===== src/design/stq_pkg.sv =====
// Shared types, constants and codes of the sorted timer queue.
package stq_pkg;

   localparam int ID_W = 4;
   localparam int EXP_W = 32;
   localparam int OFS_W = 24;
   localparam int MAX_QDEPTH = 2 ** ID_W;
   localparam int NUM_TIMERS_DEF = 16;
   localparam int TICKS_PER_SEC = 100;

   localparam logic [1:0] OP_SET = 2'd0;
   localparam logic [1:0] OP_DEL = 2'd1;
   localparam logic [1:0] OP_TICK = 2'd2;

   typedef struct packed {
      logic [1:0]       opcode;
      logic [ID_W-1:0]  timer_id;
      logic [EXP_W-1:0] expires;
      logic [EXP_W-1:0] now;
   } req_type;

   typedef struct packed {
      logic            was_pending;
      logic            fired_valid;
      logic [ID_W-1:0] fired_id;
      logic            last;
   } rsp_type;

   typedef enum logic [1:0] {
      QOP_NONE,
      QOP_INSERT,
      QOP_REMOVE
   } qop_type;

   typedef struct packed {
      qop_type          op;
      logic [ID_W-1:0]  id;
      logic [EXP_W-1:0] expiry;
   } qcmd_type;

   typedef struct packed {
      logic [EXP_W-1:0] a;
      logic [EXP_W-1:0] b;
      logic             sub;
   } alu_req_type;

   typedef struct packed {
      logic [EXP_W-1:0] sum;
      logic             carry;
      logic             zero;
   } alu_rsp_type;

endpackage


===== src/design/stq_alu.sv =====
// Shared 32-bit adder and comparator used by the compare and sum steps of the sequencer.
module stq_alu (
   input  stq_pkg::alu_req_type alu_req,
   output stq_pkg::alu_rsp_type alu_rsp
);

   logic [stq_pkg::EXP_W:0]   full_sum;
   logic [stq_pkg::EXP_W-1:0] b_eff;

   // Subtraction is a plus the inverted b plus one; carry set means no borrow.
   assign b_eff = alu_req.sub ? ~alu_req.b : alu_req.b;
   assign full_sum = {1'b0, alu_req.a} + {1'b0, b_eff}
                     + {{stq_pkg::EXP_W{1'b0}}, alu_req.sub};

   assign alu_rsp.sum = full_sum[stq_pkg::EXP_W-1:0];
   assign alu_rsp.carry = full_sum[stq_pkg::EXP_W];
   assign alu_rsp.zero = (full_sum[stq_pkg::EXP_W-1:0] == '0);

endmodule


===== src/design/stq_queue.sv =====
// Sorted entry row of the timer queue with insert and remove shifts of the whole row.
module stq_queue #(
   parameter int NUM_TIMERS = stq_pkg::NUM_TIMERS_DEF,
   localparam int QDEPTH = (NUM_TIMERS < stq_pkg::MAX_QDEPTH) ? NUM_TIMERS
                                                             : stq_pkg::MAX_QDEPTH,
   localparam int QIDX_W = $clog2(QDEPTH),
   localparam int QCNT_W = $clog2(QDEPTH + 1)
) (
   input  logic                           clock,
   input  logic                           reset,
   input  stq_pkg::qcmd_type              q_cmd,
   input  logic [QIDX_W-1:0]              q_pos,
   input  logic [QIDX_W-1:0]              q_rd_idx,
   output logic [stq_pkg::ID_W-1:0]       q_rd_id,
   output logic [stq_pkg::EXP_W-1:0]      q_rd_exp,
   output logic [QCNT_W-1:0]              q_count
);

   logic [stq_pkg::ID_W-1:0]  ids_ff [QDEPTH];
   logic [stq_pkg::EXP_W-1:0] exp_ff [QDEPTH];
   logic [QCNT_W-1:0]         count_ff;
   logic [QCNT_W-1:0]         count_in;

   // Each cell looks only at its own neighbors.
   for (genvar j = 0; j < QDEPTH; j++) begin : g_cell
      always_ff @(posedge clock) begin
         case (q_cmd.op)
            stq_pkg::QOP_INSERT: begin
               if (q_pos == QIDX_W'(j)) begin
                  ids_ff[j] <= q_cmd.id;
                  exp_ff[j] <= q_cmd.expiry;
               end else if (q_pos < QIDX_W'(j)) begin
                  if (j > 0) begin
                     ids_ff[j] <= ids_ff[(j > 0) ? j - 1 : 0];
                     exp_ff[j] <= exp_ff[(j > 0) ? j - 1 : 0];
                  end
               end
            end
            stq_pkg::QOP_REMOVE: begin
               if (q_pos <= QIDX_W'(j) && j < QDEPTH - 1) begin
                  ids_ff[j] <= ids_ff[(j < QDEPTH - 1) ? j + 1 : j];
                  exp_ff[j] <= exp_ff[(j < QDEPTH - 1) ? j + 1 : j];
               end
            end
            default: begin
            end
         endcase
      end
   end

   always_comb begin
      case (q_cmd.op)
         stq_pkg::QOP_INSERT: count_in = count_ff + QCNT_W'(1);
         stq_pkg::QOP_REMOVE: count_in = count_ff - QCNT_W'(1);
         default:             count_in = count_ff;
      endcase
   end

   always_ff @(posedge clock) begin
      if (reset) begin
         count_ff <= '0;
      end else begin
         count_ff <= count_in;
      end
   end

   assign q_rd_id = ids_ff[q_rd_idx];
   assign q_rd_exp = exp_ff[q_rd_idx];
   assign q_count = count_ff;

endmodule


===== src/design/stq_ctrl.sv =====
// Sequencer of the timer queue: timer table, queue walks and result register.
module stq_ctrl #(
   parameter int NUM_TIMERS = stq_pkg::NUM_TIMERS_DEF,
   localparam int QDEPTH = (NUM_TIMERS < stq_pkg::MAX_QDEPTH) ? NUM_TIMERS
                                                             : stq_pkg::MAX_QDEPTH,
   localparam int QIDX_W = $clog2(QDEPTH),
   localparam int QCNT_W = $clog2(QDEPTH + 1)
) (
   input  logic                       clock,
   input  logic                       reset,
   input  logic                       req_valid,
   output logic                       req_ready,
   input  stq_pkg::req_type           req_data,
   output logic                       rsp_valid,
   input  logic                       rsp_ready,
   output stq_pkg::rsp_type           rsp_data,
   input  logic [stq_pkg::EXP_W-1:0]  offset_ticks,
   output stq_pkg::alu_req_type       alu_req,
   input  stq_pkg::alu_rsp_type       alu_rsp,
   output stq_pkg::qcmd_type          q_cmd,
   output logic [QIDX_W-1:0]          q_pos,
   output logic [QIDX_W-1:0]          q_rd_idx,
   input  logic [stq_pkg::ID_W-1:0]   q_rd_id,
   input  logic [stq_pkg::EXP_W-1:0]  q_rd_exp,
   input  logic [QCNT_W-1:0]          q_count
);

   localparam logic [stq_pkg::ID_W:0] ID_LIMIT = (stq_pkg::ID_W + 1)'(QDEPTH);

   typedef enum logic [3:0] {
      ST_IDLE,
      ST_SET_CHK,
      ST_REM_SCAN,
      ST_SET_ADD,
      ST_INS_SCAN,
      ST_TICK_ADD,
      ST_TICK_CHK,
      ST_EMIT
   } state_type;

   state_type                 state_ff, state_in;
   logic [1:0]                op_ff, op_in;
   logic [stq_pkg::ID_W-1:0]  id_ff, id_in;
   logic [stq_pkg::EXP_W-1:0] arg_ff, arg_in;
   logic [stq_pkg::EXP_W-1:0] key_ff, key_in;
   logic [QCNT_W-1:0]         idx_ff, idx_in;
   logic                      wp_ff, wp_in;
   logic                      hold_valid_ff, hold_valid_in;
   logic [stq_pkg::ID_W-1:0]  hold_id_ff, hold_id_in;
   logic                      rsp_valid_ff, rsp_valid_in;
   stq_pkg::rsp_type          rsp_data_ff, rsp_data_in;
   logic                      pending_ff [QDEPTH];
   logic [stq_pkg::EXP_W-1:0] stored_ff [QDEPTH];

   logic                      pend_we;
   logic [QIDX_W-1:0]         pend_widx;
   logic                      pend_wval;
   logic                      st_we;
   logic [QIDX_W-1:0]         tidx;
   logic [QIDX_W-1:0]         req_tidx;
   logic                      req_id_ok;
   logic                      slot_free;
   logic                      fire;

   assign tidx = id_ff[QIDX_W-1:0];
   assign req_tidx = req_data.timer_id[QIDX_W-1:0];
   assign req_id_ok = ({1'b0, req_data.timer_id} < ID_LIMIT);
   assign slot_free = !rsp_valid_ff || rsp_ready;
   assign req_ready = (state_ff == ST_IDLE);

   always_comb begin
      state_in = state_ff;
      op_in = op_ff;
      id_in = id_ff;
      arg_in = arg_ff;
      key_in = key_ff;
      idx_in = idx_ff;
      wp_in = wp_ff;
      hold_valid_in = hold_valid_ff;
      hold_id_in = hold_id_ff;
      rsp_valid_in = rsp_valid_ff && !rsp_ready;
      rsp_data_in = rsp_data_ff;
      pend_we = 1'b0;
      pend_widx = tidx;
      pend_wval = 1'b0;
      st_we = 1'b0;
      alu_req.a = arg_ff;
      alu_req.b = offset_ticks;
      alu_req.sub = 1'b0;
      q_cmd.op = stq_pkg::QOP_NONE;
      q_cmd.id = id_ff;
      q_cmd.expiry = key_ff;
      q_pos = idx_ff[QIDX_W-1:0];
      q_rd_idx = idx_ff[QIDX_W-1:0];
      fire = 1'b0;

      case (state_ff)
         ST_IDLE: begin
            if (req_valid) begin
               op_in = req_data.opcode;
               id_in = req_data.timer_id;
               arg_in = (req_data.opcode == stq_pkg::OP_TICK) ? req_data.now
                                                              : req_data.expires;
               wp_in = 1'b0;
               hold_valid_in = 1'b0;
               idx_in = '0;
               case (req_data.opcode)
                  stq_pkg::OP_SET: begin
                     state_in = req_id_ok ? ST_SET_CHK : ST_EMIT;
                  end
                  stq_pkg::OP_DEL: begin
                     if (req_id_ok && pending_ff[req_tidx]) begin
                        pend_we = 1'b1;
                        pend_widx = req_tidx;
                        pend_wval = 1'b0;
                        wp_in = 1'b1;
                        state_in = ST_REM_SCAN;
                     end else begin
                        state_in = ST_EMIT;
                     end
                  end
                  stq_pkg::OP_TICK: begin
                     state_in = ST_TICK_ADD;
                  end
                  default: begin
                     state_in = ST_EMIT;
                  end
               endcase
            end
         end
         ST_SET_CHK: begin
            // Same stored expiry as the raw request leaves the queue alone.
            alu_req.a = stored_ff[tidx];
            alu_req.b = arg_ff;
            alu_req.sub = 1'b1;
            if (pending_ff[tidx]) begin
               wp_in = 1'b1;
               state_in = alu_rsp.zero ? ST_EMIT : ST_REM_SCAN;
            end else begin
               state_in = ST_SET_ADD;
            end
         end
         ST_REM_SCAN: begin
            if (idx_ff == q_count || q_rd_id == id_ff) begin
               if (idx_ff != q_count) begin
                  q_cmd.op = stq_pkg::QOP_REMOVE;
               end
               state_in = (op_ff == stq_pkg::OP_SET) ? ST_SET_ADD : ST_EMIT;
            end else begin
               idx_in = idx_ff + QCNT_W'(1);
            end
         end
         ST_SET_ADD: begin
            alu_req.a = arg_ff;
            alu_req.b = offset_ticks;
            key_in = alu_rsp.sum;
            st_we = 1'b1;
            pend_we = 1'b1;
            pend_wval = 1'b1;
            idx_in = '0;
            state_in = (q_count >= QCNT_W'(QDEPTH)) ? ST_EMIT : ST_INS_SCAN;
         end
         ST_INS_SCAN: begin
            // Carry set means the new key is not below the entry: walk past it.
            alu_req.a = key_ff;
            alu_req.b = q_rd_exp;
            alu_req.sub = 1'b1;
            if (idx_ff != q_count && alu_rsp.carry) begin
               idx_in = idx_ff + QCNT_W'(1);
            end else begin
               q_cmd.op = stq_pkg::QOP_INSERT;
               state_in = ST_EMIT;
            end
         end
         ST_TICK_ADD: begin
            alu_req.a = arg_ff;
            alu_req.b = offset_ticks;
            key_in = alu_rsp.sum;
            state_in = ST_TICK_CHK;
         end
         ST_TICK_CHK: begin
            q_rd_idx = '0;
            q_pos = '0;
            alu_req.a = q_rd_exp;
            alu_req.b = key_ff;
            alu_req.sub = 1'b1;
            fire = (q_count != '0) && (alu_rsp.zero || alu_rsp.sum[stq_pkg::EXP_W-1]);
            if (fire) begin
               // The previous pop goes out now; the newest one waits for its last flag.
               if (!hold_valid_ff || slot_free) begin
                  q_cmd.op = stq_pkg::QOP_REMOVE;
                  pend_we = 1'b1;
                  pend_widx = q_rd_id[QIDX_W-1:0];
                  pend_wval = 1'b0;
                  if (hold_valid_ff) begin
                     rsp_valid_in = 1'b1;
                     rsp_data_in.was_pending = 1'b0;
                     rsp_data_in.fired_valid = 1'b1;
                     rsp_data_in.fired_id = hold_id_ff;
                     rsp_data_in.last = 1'b0;
                  end
                  hold_valid_in = 1'b1;
                  hold_id_in = q_rd_id;
               end
            end else begin
               state_in = ST_EMIT;
            end
         end
         ST_EMIT: begin
            if (slot_free) begin
               rsp_valid_in = 1'b1;
               rsp_data_in.was_pending = wp_ff;
               rsp_data_in.fired_valid = hold_valid_ff;
               rsp_data_in.fired_id = hold_valid_ff ? hold_id_ff : '0;
               rsp_data_in.last = 1'b1;
               state_in = ST_IDLE;
            end
         end
         default: begin
            state_in = ST_IDLE;
         end
      endcase
   end

   always_ff @(posedge clock) begin
      if (reset) begin
         state_ff <= ST_IDLE;
         rsp_valid_ff <= 1'b0;
         hold_valid_ff <= 1'b0;
         for (int i = 0; i < QDEPTH; i++) begin
            pending_ff[i] <= 1'b0;
         end
      end else begin
         state_ff <= state_in;
         rsp_valid_ff <= rsp_valid_in;
         hold_valid_ff <= hold_valid_in;
         if (pend_we) begin
            pending_ff[pend_widx] <= pend_wval;
         end
      end
      op_ff <= op_in;
      id_ff <= id_in;
      arg_ff <= arg_in;
      key_ff <= key_in;
      idx_ff <= idx_in;
      wp_ff <= wp_in;
      hold_id_ff <= hold_id_in;
      rsp_data_ff <= rsp_data_in;
   end

   always_ff @(posedge clock) begin
      if (st_we) begin
         stored_ff[tidx] <= alu_rsp.sum;
      end
   end

   assign rsp_valid = rsp_valid_ff;
   assign rsp_data = rsp_data_ff;

endmodule


===== src/design/sorted_timer_queue_core.sv =====
// Top level of the sorted timer queue: sleep offset register and block wiring.
//
// The block keeps up to 16 timers in a queue sorted by a 32-bit expiry tick and
// works on one transaction at a time; req_ready is high only while it waits for
// work. A set on a timer that is not pending checks the timer table, forms the
// new expiry, walks the queue to the insert point and then loads the result. A
// set that moves a pending timer first walks the queue to find and remove it,
// then forms the new expiry and walks again to the new insert point. A set
// that hits the same expiry shortcut loads its result straight after the check.
// A delete of a pending timer walks the queue to find and remove it; any other
// delete, a set with an id out of range and the unused opcode go straight to
// the result. A tick forms its threshold, then pops the expired timers in turn
// and stalls while the result side cannot take them. The single shared 32-bit
// adder and comparator serves the sequencer with one compare or one sum per
// cycle while it walks the queue one entry per cycle. Removal and insertion
// shift the whole entry row together. Each set or delete returns one rsp
// transaction; a tick returns one per expired timer with last set on the final
// one, or a single empty transaction when nothing fired. A result waits in an
// output register, so the next request can be taken while it is still
// unclaimed. The sleep offset is written through the csr channel, which is
// always ready; it is scaled to ticks when written, and must only be changed
// while the block is idle.
module sorted_timer_queue_core #(
   parameter int NUM_TIMERS = stq_pkg::NUM_TIMERS_DEF
) (
   input  logic                      clock,
   input  logic                      reset,
   input  logic                      req_valid,
   output logic                      req_ready,
   input  stq_pkg::req_type          req_data,
   output logic                      rsp_valid,
   input  logic                      rsp_ready,
   output stq_pkg::rsp_type          rsp_data,
   input  logic                      csr_valid,
   output logic                      csr_ready,
   input  logic [stq_pkg::OFS_W-1:0] csr_data
);

   localparam int QDEPTH = (NUM_TIMERS < stq_pkg::MAX_QDEPTH) ? NUM_TIMERS
                                                             : stq_pkg::MAX_QDEPTH;
   localparam int QIDX_W = $clog2(QDEPTH);
   localparam int QCNT_W = $clog2(QDEPTH + 1);
   localparam logic [stq_pkg::EXP_W-1:0] TPS = stq_pkg::EXP_W'(stq_pkg::TICKS_PER_SEC);

   logic [stq_pkg::EXP_W-1:0] offset_ticks_ff, offset_ticks_in;
   stq_pkg::alu_req_type      alu_req;
   stq_pkg::alu_rsp_type      alu_rsp;
   stq_pkg::qcmd_type         q_cmd;
   logic [QIDX_W-1:0]         q_pos;
   logic [QIDX_W-1:0]         q_rd_idx;
   logic [stq_pkg::ID_W-1:0]  q_rd_id;
   logic [stq_pkg::EXP_W-1:0] q_rd_exp;
   logic [QCNT_W-1:0]         q_count;

   assign csr_ready = 1'b1;

   // The offset is kept in ticks, wrapped to 32 bits like every expiry.
   always_comb begin
      offset_ticks_in = offset_ticks_ff;
      if (csr_valid) begin
         offset_ticks_in = {{(stq_pkg::EXP_W - stq_pkg::OFS_W){1'b0}}, csr_data} * TPS;
      end
   end

   always_ff @(posedge clock) begin
      if (reset) begin
         offset_ticks_ff <= '0;
      end else begin
         offset_ticks_ff <= offset_ticks_in;
      end
   end

   stq_ctrl #(
      .NUM_TIMERS(NUM_TIMERS)
   ) u_ctrl (
      .clock(clock),
      .reset(reset),
      .req_valid(req_valid),
      .req_ready(req_ready),
      .req_data(req_data),
      .rsp_valid(rsp_valid),
      .rsp_ready(rsp_ready),
      .rsp_data(rsp_data),
      .offset_ticks(offset_ticks_ff),
      .alu_req(alu_req),
      .alu_rsp(alu_rsp),
      .q_cmd(q_cmd),
      .q_pos(q_pos),
      .q_rd_idx(q_rd_idx),
      .q_rd_id(q_rd_id),
      .q_rd_exp(q_rd_exp),
      .q_count(q_count)
   );

   stq_alu u_alu (
      .alu_req(alu_req),
      .alu_rsp(alu_rsp)
   );

   stq_queue #(
      .NUM_TIMERS(NUM_TIMERS)
   ) u_queue (
      .clock(clock),
      .reset(reset),
      .q_cmd(q_cmd),
      .q_pos(q_pos),
      .q_rd_idx(q_rd_idx),
      .q_rd_id(q_rd_id),
      .q_rd_exp(q_rd_exp),
      .q_count(q_count)
   );

endmodule


===== config.mk =====
export PLATFORM = sky130hd
export DESIGN_NAME = sorted_timer_queue_core
export DESIGN_NICKNAME = d
export VERILOG_FILES = /design/src/design/stq_pkg.sv /design/src/design/stq_alu.sv /design/src/design/stq_queue.sv /design/src/design/stq_ctrl.sv /design/src/design/sorted_timer_queue_core.sv
export SDC_FILE = /design/constraint.sdc
export NUM_CORES = 2
export LEC_CHECK = 0
export BUFFER_PORTS_ARGS = -buffer_cell sky130_fd_sc_hd__buf_2
export CORE_MARGIN = 5
export CORE_UTILIZATION = 45
export DETAILED_ROUTE_END_ITERATION = 6
export HOLD_SLACK_MARGIN = 0.1
export PLACE_DENSITY = 0.63
export SLEW_MARGIN = 5
export SYNTH_ARGS = -nofsm -noshare
export SYNTH_HDL_FRONTEND = slang
export SYNTH_SLANG_ARGS = --single-unit

===== constraint.sdc =====
create_clock -name clock -period 11.33 [get_ports clock]
set_input_delay 0.5665 -clock clock [delete_from_list [all_inputs] [get_ports clock]]
set_output_delay 0.5665 -clock clock [all_outputs]
set_load 0.01 [all_outputs]

# Word level (Yosys, flattened, before mapping)
# Memories as Yosys holds them, arrays and structs flattened. A register that Yosys moved wholly into a read port is not among the register bits.
# Cells that the tools add are included.
# word_totals
in_bits,99
wordCells,473
register_bits,127
out_inout_bits,10
mem_count,4
ramBits,1104
# mem_list
name,words,width,read_ports,rd_clocked_by_memory_dff,write_ports,line,text
u_ctrl.stored_ff,16,32,1,1,1,stq_ctrl.sv:53,logic [stq_pkg::EXP_W-1:0] stored_ff [QDEPTH];
u_queue.exp_ff,16,32,17,0,16,stq_queue.sv:20,logic [stq_pkg::EXP_W-1:0] exp_ff [QDEPTH];
u_queue.ids_ff,16,4,17,0,16,stq_queue.sv:19,logic [stq_pkg::ID_W-1:0] ids_ff [QDEPTH];
u_ctrl.pending_ff,16,1,2,1,16,stq_ctrl.sv:52,logic pending_ff [QDEPTH];
# op_classes
mul,1
n_addsub,5
reduce_logical,31
magnitude_cmp,31
muxes,284
n_bitwise,61
eq_ne,40
# op_table
cell,n
32-bit two-way mux,32
64-bit one-hot mux with 3 select lines,1
4-bit two-way mux,46
1-bit two-way mux,179
1-bit bitwise OR,60
32-bit by 32-bit adder with 33-bit output,1
33-bit by 1-bit adder with 33-bit output,1
4-bit by 3-bit equality test with 1-bit output (second input constant),8
4-bit equality test (second input constant),8
32-bit zero test,1
4-bit less-than comparator (second input constant),8
32-bit NOT,1
4-bit one-hot mux with 8 select lines,1
24-bit by 5-bit multiplier with 29-bit output (second input constant),1
4-bit <= comparator (second input constant),7
7-bit two-way mux,4
5-bit one-hot mux with 4 select lines,1
4-bit by 2-bit equality test with 1-bit output (second input constant),4
4-bit by 3-bit <= comparator with 1-bit output (second input constant),4
4-bit by 3-bit less-than comparator with 1-bit output (second input constant),4
5-bit two-way mux,3
2-bit by 1-bit != test with 1-bit output (second input constant),7
7-bit one-hot mux with 2 select lines,1
4-bit one-hot mux with 3 select lines,1
36 further kinds,69

# Longest topological paths before layout
# An unclocked memory read counts as a cell.
# depth
ltp_word,18
mapped_depth,43
depth_no_buf,37

# Cells and area by module
# A second synthesis with hierarchy kept.
# unflattened
cells_unflattened,4925
area_unflattened_um2,66242.3
# by_module_without_submodules
module,instances,cells_per_inst,area_per_inst_um2
stq_queue,1,2771,33613.5
stq_ctrl,1,1401,26651.8
sorted_timer_queue_core,1,441,3703.6
stq_alu,1,312,2273.4

# Worst setup path before layout
# OpenSTA, ideal clock, no wires.
# synth_timing
kind,reg-to-reg
start,register u_ctrl.idx_ff[1]
end,memory u_queue.exp_ff[4][0] (netlist name) (enable)
required_ns,10.846
t_arrival_ns,11.296
setup_time_ns,0.484
n_path_buf,10
path_stages_with_launch,36
slack_ns,-0.450
cell_sequence,edfxtp_1 -> clkbuf_1 -> buf_1 -> buf_1 -> clkbuf_1 -> clkbuf_1 -> buf_1 -> clkbuf_1 -> nor2_1 -> a21oi_1 -> a21oi_1 -> a21oi_1 -> o21ai_0 -> o21ai_0 -> o221ai_1 -> ha_1 -> clkbuf_1 -> nand4_1 -> a21oi_1 -> o31ai_2 -> o31ai_1 -> o2111ai_1 -> a311oi_1 -> a211oi_1 -> xnor2_1 -> nor2_1 -> nand4_1 -> and4bb_1 -> o2111ai_2 -> a21boi_2 -> a21oi_1 -> ha_1 -> clkbuf_1 -> nor2_1 -> clkbuf_1 -> a211oi_1
# synth_rtl
item,line,text
"start, declared",stq_ctrl.sv:46,"logic [QCNT_W-1:0] idx_ff, idx_in;"
"start signal, assigned",stq_ctrl.sv:245,idx_ff <= idx_in;
"end, declared",stq_queue.sv:20,

==> flow_summary.yaml <==
run_status:
  outcome: "complete, but fails checks"
  violations: "design-rule violations"
sta:
  slew_viol_final: 0
  rsz0062_at_grt: "false"
  hold_viol_final: 0
  whs_ns: 0.1319
  setup_violations: 0
  worstMarginPinSlew_ns: 1.298
  tns_ns: 0
  skew_ns: 0.03156
  layout_min_cycle_time_ns: 10.78
  fmax_ghz: 0.09273
  slew_headroom_pct: 13.20
  period_share_pct: 95.18
  setup_ws_ns: 0.5463
finish:
  nFillCells: 12400
  syn_to_final_growth_pct: 11.97
  final_cells: 7485
  post-route-cell-area_sq_mm: 0.07346
  nets: 5690
  layout-drive-gt1-share_pct: 15.47
  final_util_pct: 50.59
yosys:
  ys_warn_count: 0
  synth_fp_nets: 5677
  synth_edf_count: 1191
  netlist_area_sq_mm: 0.06561
  synthCells: 5444
  synth_area_leaders: "edfxtp_1 (55%), mux2i_1 (10%), mux4_2 (5.7%)"
  syn_area_per_cell_sq_um: 12.05
  yosys.area.top_type: "edfxtp_1"
  synth_seq_cells: 1234
  synth_top_cell_area_share_pct: 54.51
  synth.most_common_cell: "edfxtp_1"
  seq_area_frac_synth_pct: 55.82
  yosys-top-cells-count: "edfxtp_1 (1191), mux2i_1 (673), o21ai_0 (551), nand2_1 (537), nor2_1 (436)"
  ys_types: 96
  ys.flop_type: "edfxtp_1"
  async_reset_ff_share_pct: 0
floorplan:
  die_h_um: 391.8
  ioPinCount: 109
  die_w_um: 391.8
  dieArea_sq_mm: 0.1535
  start_util_pct: 45.18
  coreArea_sq_mm: 0.1452
  row_count: 140
grt:
  grt_first_pass_wirelength_um: 289300
  grt_pass1_vias: 43960
  track_usage_pct: 24.81
  grt_max_degree: 90
  overflow: 0
  grt_antenna_before_repair: 3
clocking:
  root_buffer: "clkbuf_16"
  cts_resized: 0
  cts_hold_buf: 47
  clock_path_buffers: 3
  path_clk_slew_ns: 0.06
  cts_tree: "built"
  cts_inserted_buffers: 140
  cts.sinks: 1234
  postCtsSetupBuffers: 0
  htree_levels: 4
  clock_insertion_delay_worst_skew_ns: 0.80
place:
  pre_cts_ws_ns: 0.6485
  place_area_sq_mm: 0.06866
  numPlacedInstances: 7185
  place_hpwl_um: 129200
  gp_congestion: 0.9362
  io_buffers: 107
routing:
  wl_per_cell_um: 25.89
  via_count: 45820
  viasPerCell: 6.122
  route.detailed.drc: 1
  drt_iter0_drc: 5083
  dr.pass1.iters: 7
  detail-route-antenna-nets: 0
  routed_wl_um: 193800
worst_setup_path:
  arrival_ns: 11.28
  crit_path_frequent_cell: "buf_4"
  cp_max_fo: 42
  slowest_delay_ns: 0.74
  start_kind: "flop"
  critPathSlowestCell: "a311oi_1"
  reg2reg_slack_ns: 0.55
  crit_buf_inv: 6
  crit_path_end_kind: "flop"
  crit_type: "flop to flop"
  crit_family: "simple AND/OR/NAND/NOR gates"
  cp.required_ns: 11.82
power_and_ir_drop:
  powerDensity_mw_per_mm2: 353.0
  p_leak_nw: 26.58
  vdd_ir_drop_max_mv: 0.2278
  power_mw: 25.93
job:
  maxCapViolCount: 0
min_path:
  hp-class: "primary input to flop"
[worst register-to-register path, delay by kind of cell (launching register included)]
| kind | cells | cell delay (ns) |
|---|---|---|
| compound gates | 14 | 3.18 |
| mux | 1 | 0.31 |
| flops | 1 | 0.67 |
| fa+ha+maj | 2 | 0.72 |
| simple gates | 11 | 3.72 |
| buf+inv | 6 | 1.87 |
[metal layers]
layer | global-route usage, % | vias to the layer above | routed length (um)
met5 | 0 | - | 12
met4 | 7.603 | 2 | 6053
met3 | 4.226 | 314 | 15490
met2 | 39.14 | 2046 | 88930
met1 | 35.37 | 22930 | 83270
li1 | - | 20530 | -
[kinds of logic (layout without fill, tap and decap cells)]
logic type      count (synthesis)  count (layout)  synth area share (%)
xor+xnor                       60              60                0.8296
simple gates                 1163            1163                 7.377
compound gates               1300            1300                 11.61
mux                           965             965                 18.15
buf+inv                       587             709                 3.414
other cells                     1               3              0.005716
fa+ha+maj                     134             134                 2.796
flops                        1234            1234                 55.82
[sequential cells by signal, summed over array words and instances, names as in the netlist, named ones only]
signal,cells
offset_ticks_ff,29
u_ctrl.arg_ff,32
u_ctrl.hold_id_ff,4
u_ctrl.hold_valid_ff,1
u_ctrl.id_ff,4
u_ctrl.idx_ff,5
u_ctrl.key_ff,32
u_ctrl.op_ff,2
u_ctrl.pending_ff,16
u_ctrl.rsp_data,7
u_ctrl.rsp_valid,1
u_ctrl.state_ff,3
u_ctrl.stored_ff,512
u_ctrl.wp_ff,1
u_queue.exp_ff,512
u_queue.ids_ff,64
u_queue.q_count,5
[cells in the final DEF, fill, tap and decap left out, drive strengths merged, types with 33 or more instances in the layout]
master and n:
ha 113, dfxtp 43, inv 147, nor2 437, dlygate4sd3 47, nand3 42, mux4 167, clkbuf 180
edfxtp 1191, a21o 33, clkinv 55, mux2 125, mux2i 673, xnor2 39, nand2 538, o21ai 558
a21oi 408, buf 273, o221ai 59
[report_power, final]
| part | total (mW) | switching [mW] | internal, mW |
|---|---|---|---|
| Sequential | 9.76 | 1.25 | 8.51 |
| Combinational | 11.8 | 7.80 | 4.02 |
| Clock | 4.35 | 1.94 | 2.41 |
| Total | 25.9 | 11.0 | 14.9 |
[path summary, 6_finish.rpt]
path	startpoint	depth (start not counted)	end
worst max-delay path	u_ctrl.state_ff[0]	34	u_queue.exp_ff[3][8]
worst max register to register	u_ctrl.state_ff[0]	34	u_queue.exp_ff[3][8]
worst min-delay path	req_data[22]	2	u_ctrl.arg_ff[22]
worst min register to register	offset_ticks_ff[19]	2	offset_ticks_ff[19]
[layout make-up]
class	count	area, sq um	area share, %
Antenna cell	2	5.005	0.006813
Clock buffer	180	3674	5.000
Clock inverter	71	651.9	0.8873
Inverter	138	518.0	0.7051
Multi-Input combinational cell	3623	27240	37.08
Sequential cell	1234	36640	49.87
Tap cell	1917	2399	3.265
Timing Repair Buffer	320	2340	3.185
Power figures use the tool's default switching activity.
